[config.mk]
export PLATFORM = sky130hd
export DESIGN_NAME = pulse_width_sensor_frame_decoder
export DESIGN_NICKNAME = d
export VERILOG_FILES = /design/src/sv/pwsfd_pkg.sv /design/src/sv/pwsfd_frame_check.sv /design/src/sv/pulse_width_sensor_frame_decoder.sv
export VERILOG_INCLUDE_DIRS = /design/src /design/src/sv
export SDC_FILE = /design/constraint.sdc
export NUM_CORES = 1
export LEC_CHECK = 0
export ABC_CLOCK_PERIOD_IN_PS = 3400
export BUFFER_PORTS_ARGS = -buffer_cell sky130_fd_sc_hd__buf_4
export CAP_MARGIN = 0
export CORE_MARGIN = 1.5
export CORE_UTILIZATION = 55
export CTS_BUF_LIST = sky130_fd_sc_hd__clkbuf_8
export CTS_CLUSTER_DIAMETER = 120
export DETAILED_ROUTE_END_ITERATION = 10
export PLACE_DENSITY = 0.78
export SYNTH_ARGS = -nofsm -noshare
export SYNTH_HDL_FRONTEND = slang
export SYNTH_SLANG_ARGS = --single-unit
export TNS_END_PERCENT = 1
[constraint.sdc]
create_clock -name clk -period 3.4 [get_ports clk]
set_input_delay 0.51 -clock clk [delete_from_list [all_inputs] [get_ports clk]]
set_output_delay 0.51 -clock clk [all_outputs]
set_load 0.01 [all_outputs]
[src/sv/pulse_width_sensor_frame_decoder_defines.svh]
// Assertion macros shared by the RTL of the pulse width sensor frame decoder.
// Needs a clock named clk and an active-low reset named rst_n in the using module.
`ifndef PULSE_WIDTH_SENSOR_FRAME_DECODER_DEFINES_SVH
`define PULSE_WIDTH_SENSOR_FRAME_DECODER_DEFINES_SVH

// Same-cycle implication, checked outside reset.
`define PWSFD_ASSERT_NOW(lbl, ante, cons, msg) \
  lbl: assert property (@(posedge clk) disable iff (!rst_n) (ante) |-> (cons)) \
    else $error(msg);

// Next-cycle implication, checked outside reset.
`define PWSFD_ASSERT_NEXT(lbl, ante, cons, msg) \
  lbl: assert property (@(posedge clk) disable iff (!rst_n) (ante) |=> (cons)) \
    else $error(msg);

`endif

[src/sv/pwsfd_pkg.sv]
// Shared constants, status codes and the result type of the pulse width sensor
// frame decoder. No dependencies.
`default_nettype none

package pwsfd_pkg;

  localparam int PULSE_W = 16;
  localparam int CNT_W   = 7;
  localparam int FRAME_W = 48;
  localparam int ERR_W   = 3;
  localparam int IDX_W   = 2;

  localparam logic [CNT_W-1:0] FRAME_PULSES = 7'd96;
  localparam logic [CNT_W-1:0] LAST_MARK    = 7'd95;
  localparam logic [CNT_W-1:0] LAST_SPACE   = 7'd94;
  localparam logic [CNT_W-1:0] COUNT_SAT    = 7'd97;

  localparam logic [PULSE_W-1:0] MID_RESET   = 16'd1000;
  localparam logic [PULSE_W-1:0] SHORT_RESET = 16'd550;

  localparam logic [7:0] SYNC_BYTE = 8'hFF;
  localparam logic [3:0] TYPE_NIB  = 4'h5;

  // Register indexes of the configuration port.
  localparam logic [IDX_W-1:0] REG_MID   = 2'd0;
  localparam logic [IDX_W-1:0] REG_SHORT = 2'd1;

  // Status codes; the mark and space codes double as the first-error codes.
  localparam logic [ERR_W-1:0] ST_OK    = 3'd0;
  localparam logic [ERR_W-1:0] ST_COUNT = 3'd1;
  localparam logic [ERR_W-1:0] ST_MARK  = 3'd2;
  localparam logic [ERR_W-1:0] ST_SPACE = 3'd3;
  localparam logic [ERR_W-1:0] ST_SYNC  = 3'd4;
  localparam logic [ERR_W-1:0] ST_SUM   = 3'd5;

  typedef struct packed {
    logic [7:0]       temperature_raw;
    logic [7:0]       humidity;
    logic [1:0]       sensor_id;
    logic [ERR_W-1:0] status;
  } result_t;

endpackage

`default_nettype wire

[src/sv/pwsfd_frame_check.sv]
// Frame verdict logic: checks count, recorded errors, sync/type and checksum
// and forms the result. Depends on pwsfd_pkg.
`default_nettype none

module pwsfd_frame_check (
  input  wire logic [pwsfd_pkg::CNT_W-1:0]   count,
  input  wire logic [pwsfd_pkg::FRAME_W-1:0] frame_bits,
  input  wire logic [pwsfd_pkg::ERR_W-1:0]   first_error,
  output pwsfd_pkg::result_t                 result
);
  import pwsfd_pkg::*;

  logic [7:0]       b0, b1, b2, b3, b4, b5;
  logic [7:0]       sum;
  logic [ERR_W-1:0] status;

  assign b0 = frame_bits[47:40];
  assign b1 = frame_bits[39:32];
  assign b2 = frame_bits[31:24];
  assign b3 = frame_bits[23:16];
  assign b4 = frame_bits[15:8];
  assign b5 = frame_bits[7:0];
  assign sum = b1 + b2 + b3 + b4;

  always_comb begin
    if (count != FRAME_PULSES) begin
      status = ST_COUNT;
    end else if (first_error != ST_OK) begin
      status = first_error;
    end else if (b0 != SYNC_BYTE || b1[7:4] != TYPE_NIB || b4 != SYNC_BYTE) begin
      status = ST_SYNC;
    end else if (sum != b5) begin
      status = ST_SUM;
    end else begin
      status = ST_OK;
    end
  end

  // Payload fields are zeroed on any failure.
  always_comb begin
    result.status = status;
    if (status == ST_OK) begin
      result.sensor_id       = b1[1:0];
      result.humidity        = b2;
      result.temperature_raw = b3;
    end else begin
      result.sensor_id       = 2'd0;
      result.humidity        = 8'd0;
      result.temperature_raw = 8'd0;
    end
  end

endmodule

`default_nettype wire

[src/sv/pulse_width_sensor_frame_decoder.sv]
// Top level of the pulse width sensor frame decoder: pulse classification,
// train state, and a two-entry result buffer. Depends on pwsfd_pkg,
// pwsfd_frame_check and pulse_width_sensor_frame_decoder_defines.svh.
`default_nettype none

// The block takes one pulse length per item and accepts an item in every
// cycle while in_tready is high. Odd pulses 1 to 95 are marks: a mark longer
// than mid_threshold is a 0 bit, one no longer than short_threshold is a 1
// bit, and one in between is a bad mark. Even pulses 2 to 94 are spaces and
// must lie within [short_threshold, mid_threshold]. The 48 mark bits are
// shifted in MSB first to form six bytes. The item flagged with in_tlast
// closes the train: the block checks the pulse count (exactly 96), the first
// mark or space error, the sync bytes and type nibble, and the byte-sum
// checksum, and issues one result item; all other items issue none. The
// classification and the verdict happen in the cycle the item is accepted;
// the verdict is loaded into the result register, or, while a result waits
// there, into the skid register behind it, so the block keeps accepting
// pulses; in_tready falls only when both hold a result that has not been
// taken. The thresholds are written through the cfg port (index 0 mid,
// index 1 short, other indexes ignored); the user must write them only while
// the block is idle; the block does not enforce it. cfg_ready is always high.
module pulse_width_sensor_frame_decoder (
  input  wire logic                          clk,
  input  wire logic                          rst_n,
  // Input item channel.
  input  wire logic                          in_tvalid,
  output      logic                          in_tready,
  input  wire logic [pwsfd_pkg::PULSE_W-1:0] in_tdata,   // [15:0] pulse_length
  input  wire logic                          in_tlast,   // last_pulse
  // Result item channel.
  output      logic                          out_tvalid,
  input  wire logic                          out_tready,
  // [2:0] status, [4:3] sensor_id, [12:5] humidity, [20:13] temperature_raw,
  // [23:21] zero
  output      logic [23:0]                   out_tdata,
  // Configuration write channel.
  input  wire logic                          cfg_valid,
  output      logic                          cfg_ready,
  input  wire logic [pwsfd_pkg::IDX_W-1:0]   cfg_index,
  input  wire logic [pwsfd_pkg::PULSE_W-1:0] cfg_data
);
  import pwsfd_pkg::*;

  `include "pulse_width_sensor_frame_decoder_defines.svh"

  // Threshold registers.
  logic [PULSE_W-1:0] mid_thr_r, short_thr_r;

  // Train state.
  logic [CNT_W-1:0]   cnt_r, cnt_nxt, cnt_inc;
  logic [FRAME_W-1:0] frame_r, frame_nxt;
  logic [ERR_W-1:0]   err_r, err_nxt;

  // Result buffer.
  logic    out_valid_r, skid_valid_r;
  result_t out_data_r, skid_data_r;
  result_t verdict;

  logic in_acc, load, is_mark, is_space, too_long, too_short;

  assign cfg_ready = 1'b1;
  assign in_tready = !skid_valid_r;
  assign in_acc    = in_tvalid && in_tready;
  assign load      = in_acc && in_tlast;

  always_ff @(posedge clk) begin
    if (!rst_n) begin
      mid_thr_r   <= MID_RESET;
      short_thr_r <= SHORT_RESET;
    end else if (cfg_valid && cfg_ready) begin
      case (cfg_index)
        REG_MID:   mid_thr_r   <= cfg_data;
        REG_SHORT: short_thr_r <= cfg_data;
        default: ;
      endcase
    end
  end

  // Position of this pulse in the train, saturating so that long trains fail.
  assign cnt_inc  = (cnt_r < COUNT_SAT) ? cnt_r + 7'd1 : cnt_r;
  assign is_mark  = cnt_inc[0] && (cnt_inc <= LAST_MARK);
  assign is_space = !cnt_inc[0] && (cnt_inc <= LAST_SPACE);
  assign too_long  = in_tdata > mid_thr_r;
  assign too_short = in_tdata < short_thr_r;

  always_comb begin
    cnt_nxt   = cnt_r;
    frame_nxt = frame_r;
    err_nxt   = err_r;
    if (in_acc) begin
      if (in_tlast) begin
        cnt_nxt   = '0;
        frame_nxt = '0;
        err_nxt   = ST_OK;
      end else begin
        cnt_nxt = cnt_inc;
        if (is_mark) begin
          // A long mark is a 0, a short one a 1, the middle band is an error.
          frame_nxt = {frame_r[FRAME_W-2:0], !too_long && (in_tdata <= short_thr_r)};
          if (!too_long && in_tdata > short_thr_r && err_r == ST_OK) begin
            err_nxt = ST_MARK;
          end
        end else if (is_space) begin
          if ((too_long || too_short) && err_r == ST_OK) begin
            err_nxt = ST_SPACE;
          end
        end
      end
    end
  end

  // The closing pulse of a good train is pulse 96, a space that neither
  // shifts a bit nor is checked, so the current state is what gets judged.
  pwsfd_frame_check u_check (
    .count       (cnt_inc),
    .frame_bits  (frame_r),
    .first_error (err_r),
    .result      (verdict)
  );

  always_ff @(posedge clk) begin
    if (!rst_n) begin
      cnt_r <= '0;
      frame_r <= '0;
      err_r <= ST_OK;
    end else begin
      cnt_r <= cnt_nxt;
      frame_r <= frame_nxt;
      err_r <= err_nxt;
    end
  end

  // Output register with a skid register behind it.
  always_ff @(posedge clk) begin
    if (!rst_n) begin
      out_valid_r  <= 1'b0;
      skid_valid_r <= 1'b0;
    end else if (skid_valid_r) begin
      if (out_tready) begin
        out_valid_r  <= 1'b1;
        skid_valid_r <= 1'b0;
      end
    end else if (!out_valid_r || out_tready) begin
      out_valid_r <= load;
    end else if (load) begin
      skid_valid_r <= 1'b1;
    end
  end

  always_ff @(posedge clk) begin
    if (skid_valid_r) begin
      if (out_tready) begin
        out_data_r <= skid_data_r;
      end
    end else if (!out_valid_r || out_tready) begin
      if (load) begin
        out_data_r <= verdict;
      end
    end else if (load) begin
      skid_data_r <= verdict;
    end
  end

  assign out_tvalid = out_valid_r;
  assign out_tdata  = {3'b000, out_data_r};

  `PWSFD_ASSERT_NOW(a_fail_zero, out_valid_r && out_data_r.status != ST_OK,
    out_data_r.sensor_id == 2'd0 && out_data_r.humidity == 8'd0 &&
    out_data_r.temperature_raw == 8'd0, "failed result carries nonzero fields")
  `PWSFD_ASSERT_NEXT(a_last_clears, load,
    cnt_r == '0 && frame_r == '0 && err_r == ST_OK, "train state not cleared")
  `PWSFD_ASSERT_NEXT(a_last_delivers, load, out_valid_r, "closing pulse gave no result")
  `PWSFD_ASSERT_NOW(a_cnt_range, 1'b1, cnt_r <= COUNT_SAT, "pulse count past saturation")
  `PWSFD_ASSERT_NOW(a_skid_needs_out, skid_valid_r, out_valid_r,
    "skid entry without an output entry")

endmodule

`default_nettype wire
==> results.cfg <==
[worst_setup_path]
arrival_ps = 3930
end_kind = flop
r2r_end = out_tdata[20]
cp_max_fo = 9
crit_slowest_cell = fa_1
rrSetupSlack_ps = -230
timing.rr.start = frame_r[25]
criticalPathCategory = flop to flop
path_cells = fa_1 -> inv_1 -> fa_1 -> inv_2 -> ha_4 -> fa_2 -> xor2_1 -> nor4_1 -> nand3_1 -> buf_4 -> nor4_4 -> nand3_4 -> buf_4 -> o31ai_2
start_kind = flop
cp_data_required_time_ps = 3690
r2r_cells = 14
slowest_delay_ps = 540

[synth]
syn_area_um2 = 6910
ys_dominant_reg_cell = dfxtp_1
ys_ff_latch = 133
synth-async-reset-ratio = 0
synth_edf_count = 42
avgSynthCellArea_um2 = 9.50
ys_seq_area_frac = 0.446
yosys_warnings = 0
syn_inst = 727
ys_types = 60

[worst_hold_path]
hp-class = primary input to flop
worstHoldPathCells = 3
hp-start = cfg_data[7]
hold_end = mid_thr_r[7]

[layout]
syn2layout_area_growth_pct = 17.4
diodes = 0
drive_gt1_frac = 0.205
nets = 890
fillCellCount = 972
stdcell_area_um2 = 8110

[floorplanning]
die_h_um = 115
start_util = 0.570
fp-row-count = 40
coreArea_um2 = 12100
die-area_um2 = 13200
die_w_um = 115
pin_count = 67

[routing]
vias = 5378
dr.first_iter.drc_count = 416
ant_nets = 0
wire_per_inst_um = 14.7
drc = 0
routed_via_density = 5.50
finalWirelength_um = 14300
drt-pass1-iter-count = 6

[clock_network]
numCtsBuffers = 17
clock_latency_ps = 460
htree_num_levels = 4
clk_pin_slew_worst_paths_ps = 80
cts-hold-fix-buffers = 0
cts_sinks = 133
cts_tree = done
cts_root_buffer = clkbuf_8
ctsLongestPathBuffers = 2

[pwr]
peakVddDrop_v = 0.000239
power.density_nw_per_um2 = 413
p_total_uw = 3350
p_leak_uw = 0.00320

[timing]
setup_viol_count_final = 39
clock.fmax_ghz = 0.275
tightest_slew_ps = 800
max-slew-margin-rel = 0.467
fin_skew_ps = 11.8
maxSlewViolCount = 0
rsz0062_at_grt = true
fin_crit_sh = 1.07
finalWorstSetupSlack_ps = -232
min_period_ps = 3630
hold_violations = 0

[outcome]
violations = setup timing
status = finished with violations

[placement]
dp_slack_ps = -321
dpl.hpwl_um = 10300
port_buffers = 62
place_congestion = 0.890
place_area_um2 = 7630

[global_routing]
grt_pass1_vias = 5047
track_usage = 0.227
grt_antenna_before_repair = 0
grt_pass1_wl_um = 23500
grt_start_max_net_pins = 48
overflow = 0

[job]
max_cap_violations = 0
==> cells by family (layout without fill, tap and decap cells) <==
group	count (synthesis)	count (layout)	synth area share
AND/OR/NAND/NOR	240	240	0.157
other	2	4	0.00109
adder cells (fa/ha/maj)	54	54	0.113
AO/OA/AOI/OAI	167	167	0.185
buffers and inverters	108	188	0.0676
flip-flops	133	133	0.446
XOR/XNOR	19	19	0.0241
multiplexers	4	4	0.00616
==> metal layers <==
layer / global-route usage / share of wire
met2: 0.379 / 0.48
met4: 0.0798 / 0.015
met3: 0.0527 / 0.043
met1: 0.292 / 0.46
met5: 0 / 0
==> metrics by stage <==
| step | cells | setup TNS (ps) | util | hold slack, ps |
|---|---|---|---|---|
| after CTS | 977 | -7280 | 0.668 | 258 |
| after global placement | 944 | -4570 | 0.630 | 444 |
| after floorplan | 729 | -3500 | - | 436 |
| after global routing | 977 | -12890 | 0.670 | 274 |
| after detailed placement | 944 | -8820 | 0.630 | 451 |
| final | 977 | -6320 | 0.670 | 286 |
==> placed cells by master, fill, tap and decap left out, drive strengths merged, types with 4 or more instances in the layout <==
| cell type | count |
|---|---|
| a21oi | 50 |
| a22oi | 48 |
| a31oi | 6 |
| buf | 92 |
| clkbuf | 18 |
| clkinv | 6 |
| conb | 4 |
| dfxtp | 91 |
| edfxtp | 42 |
| fa | 14 |
| ha | 40 |
| inv | 69 |
| nand2 | 94 |
| nand3 | 10 |
| nand4 | 9 |
| nor2 | 87 |
| nor2b | 5 |
| nor3 | 9 |
| o211ai | 11 |
| o21a | 4 |
| o21ai | 12 |
| o31ai | 21 |
| or4 | 4 |
| xnor2 | 14 |
| xor2 | 5 |
==> registers in the layout, summed over array words and instances, names as in the netlist <==
register	cells
cnt_r	7
err_r	2
frame_r	48
mid_thr_r	16
out_tdata	21
out_tvalid	1
short_thr_r	16
skid_data_r	21
skid_valid_r	1
==> report_power, final <==
part           switching, uW  internal (uW)  leakage, uW  total (uW)
Combinational            159            109      0.00180         268
Sequential              12.9           1660      0.00118        1670
Clock                    655            755     0.000221        1410
Total                    827           2520      0.00320        3350
==> worst max-delay path, delay by kind of cell, from the launching register on <==
family / cells / cell delay, ps
adders and majority gates: 4 / 1720
buffers and inverters: 4 / 450
and+or+nand+nor: 4 / 690
xor gates and xnor gates: 1 / 60
AOI/OAI and AO/OA: 1 / 190
DFF: 1 / 340
==> synthesized netlist by cell type, drive strengths merged (10+ instances only) <==
cell / count / area [um2]
nand2: 94 / 353
dfxtp: 91 / 1820
nor2: 87 / 327
inv: 64 / 240
a21oi: 50 / 250
a22oi: 48 / 360
edfxtp: 42 / 1260
ha: 40 / 500
clkbuf: 26 / 97.6
o31ai: 21 / 323
buf: 18 / 129
fa: 14 / 280
xnor2: 14 / 123
o21ai: 12 / 60.1
o211ai: 11 / 82.6
nand3: 10 / 62.6
==> layout make-up <==
type,instances,area [um2],share of cell area
well taps,168,210,0.0259
inverters,64,240,0.0296
clock inverters,14,178,0.0219
clock buffers,18,248,0.0306
multi-input cells,488,3440,0.425
repair buffers,92,703,0.0867
flip-flops and latches,133,3090,0.381
==> how the worst max path moves through the flow <==
| stage | from | end | slack, ps | cells after the start |
|---|---|---|---|---|
| detailed placement | frame_r[25] | out_tdata[20] | -320 | 13 |
| global route | frame_r[25] | out_tdata[4] | -400 | 14 |
| floorplan | frame_r[25] | out_tdata[10] | -180 | 13 |
| global placement | frame_r[25] | out_tdata[0] | -180 | 13 |
| finish | frame_r[25] | out_tdata[20] | -230 | 14 |
| CTS | frame_r[25] | out_tdata[3] | -270 | 14 |
==> repair_timing <==
| action | 4_1_cts | 5_1_grt |
|---|---|---|
| gates resized for setup | 8 | 5 |
| pin swaps | 5 | 1 |
| endpoints found under the setup margin | 40 | 40 |
| setup buffers | 1 | 0 |
No activity file was read; power rests on OpenSTA's default activity.
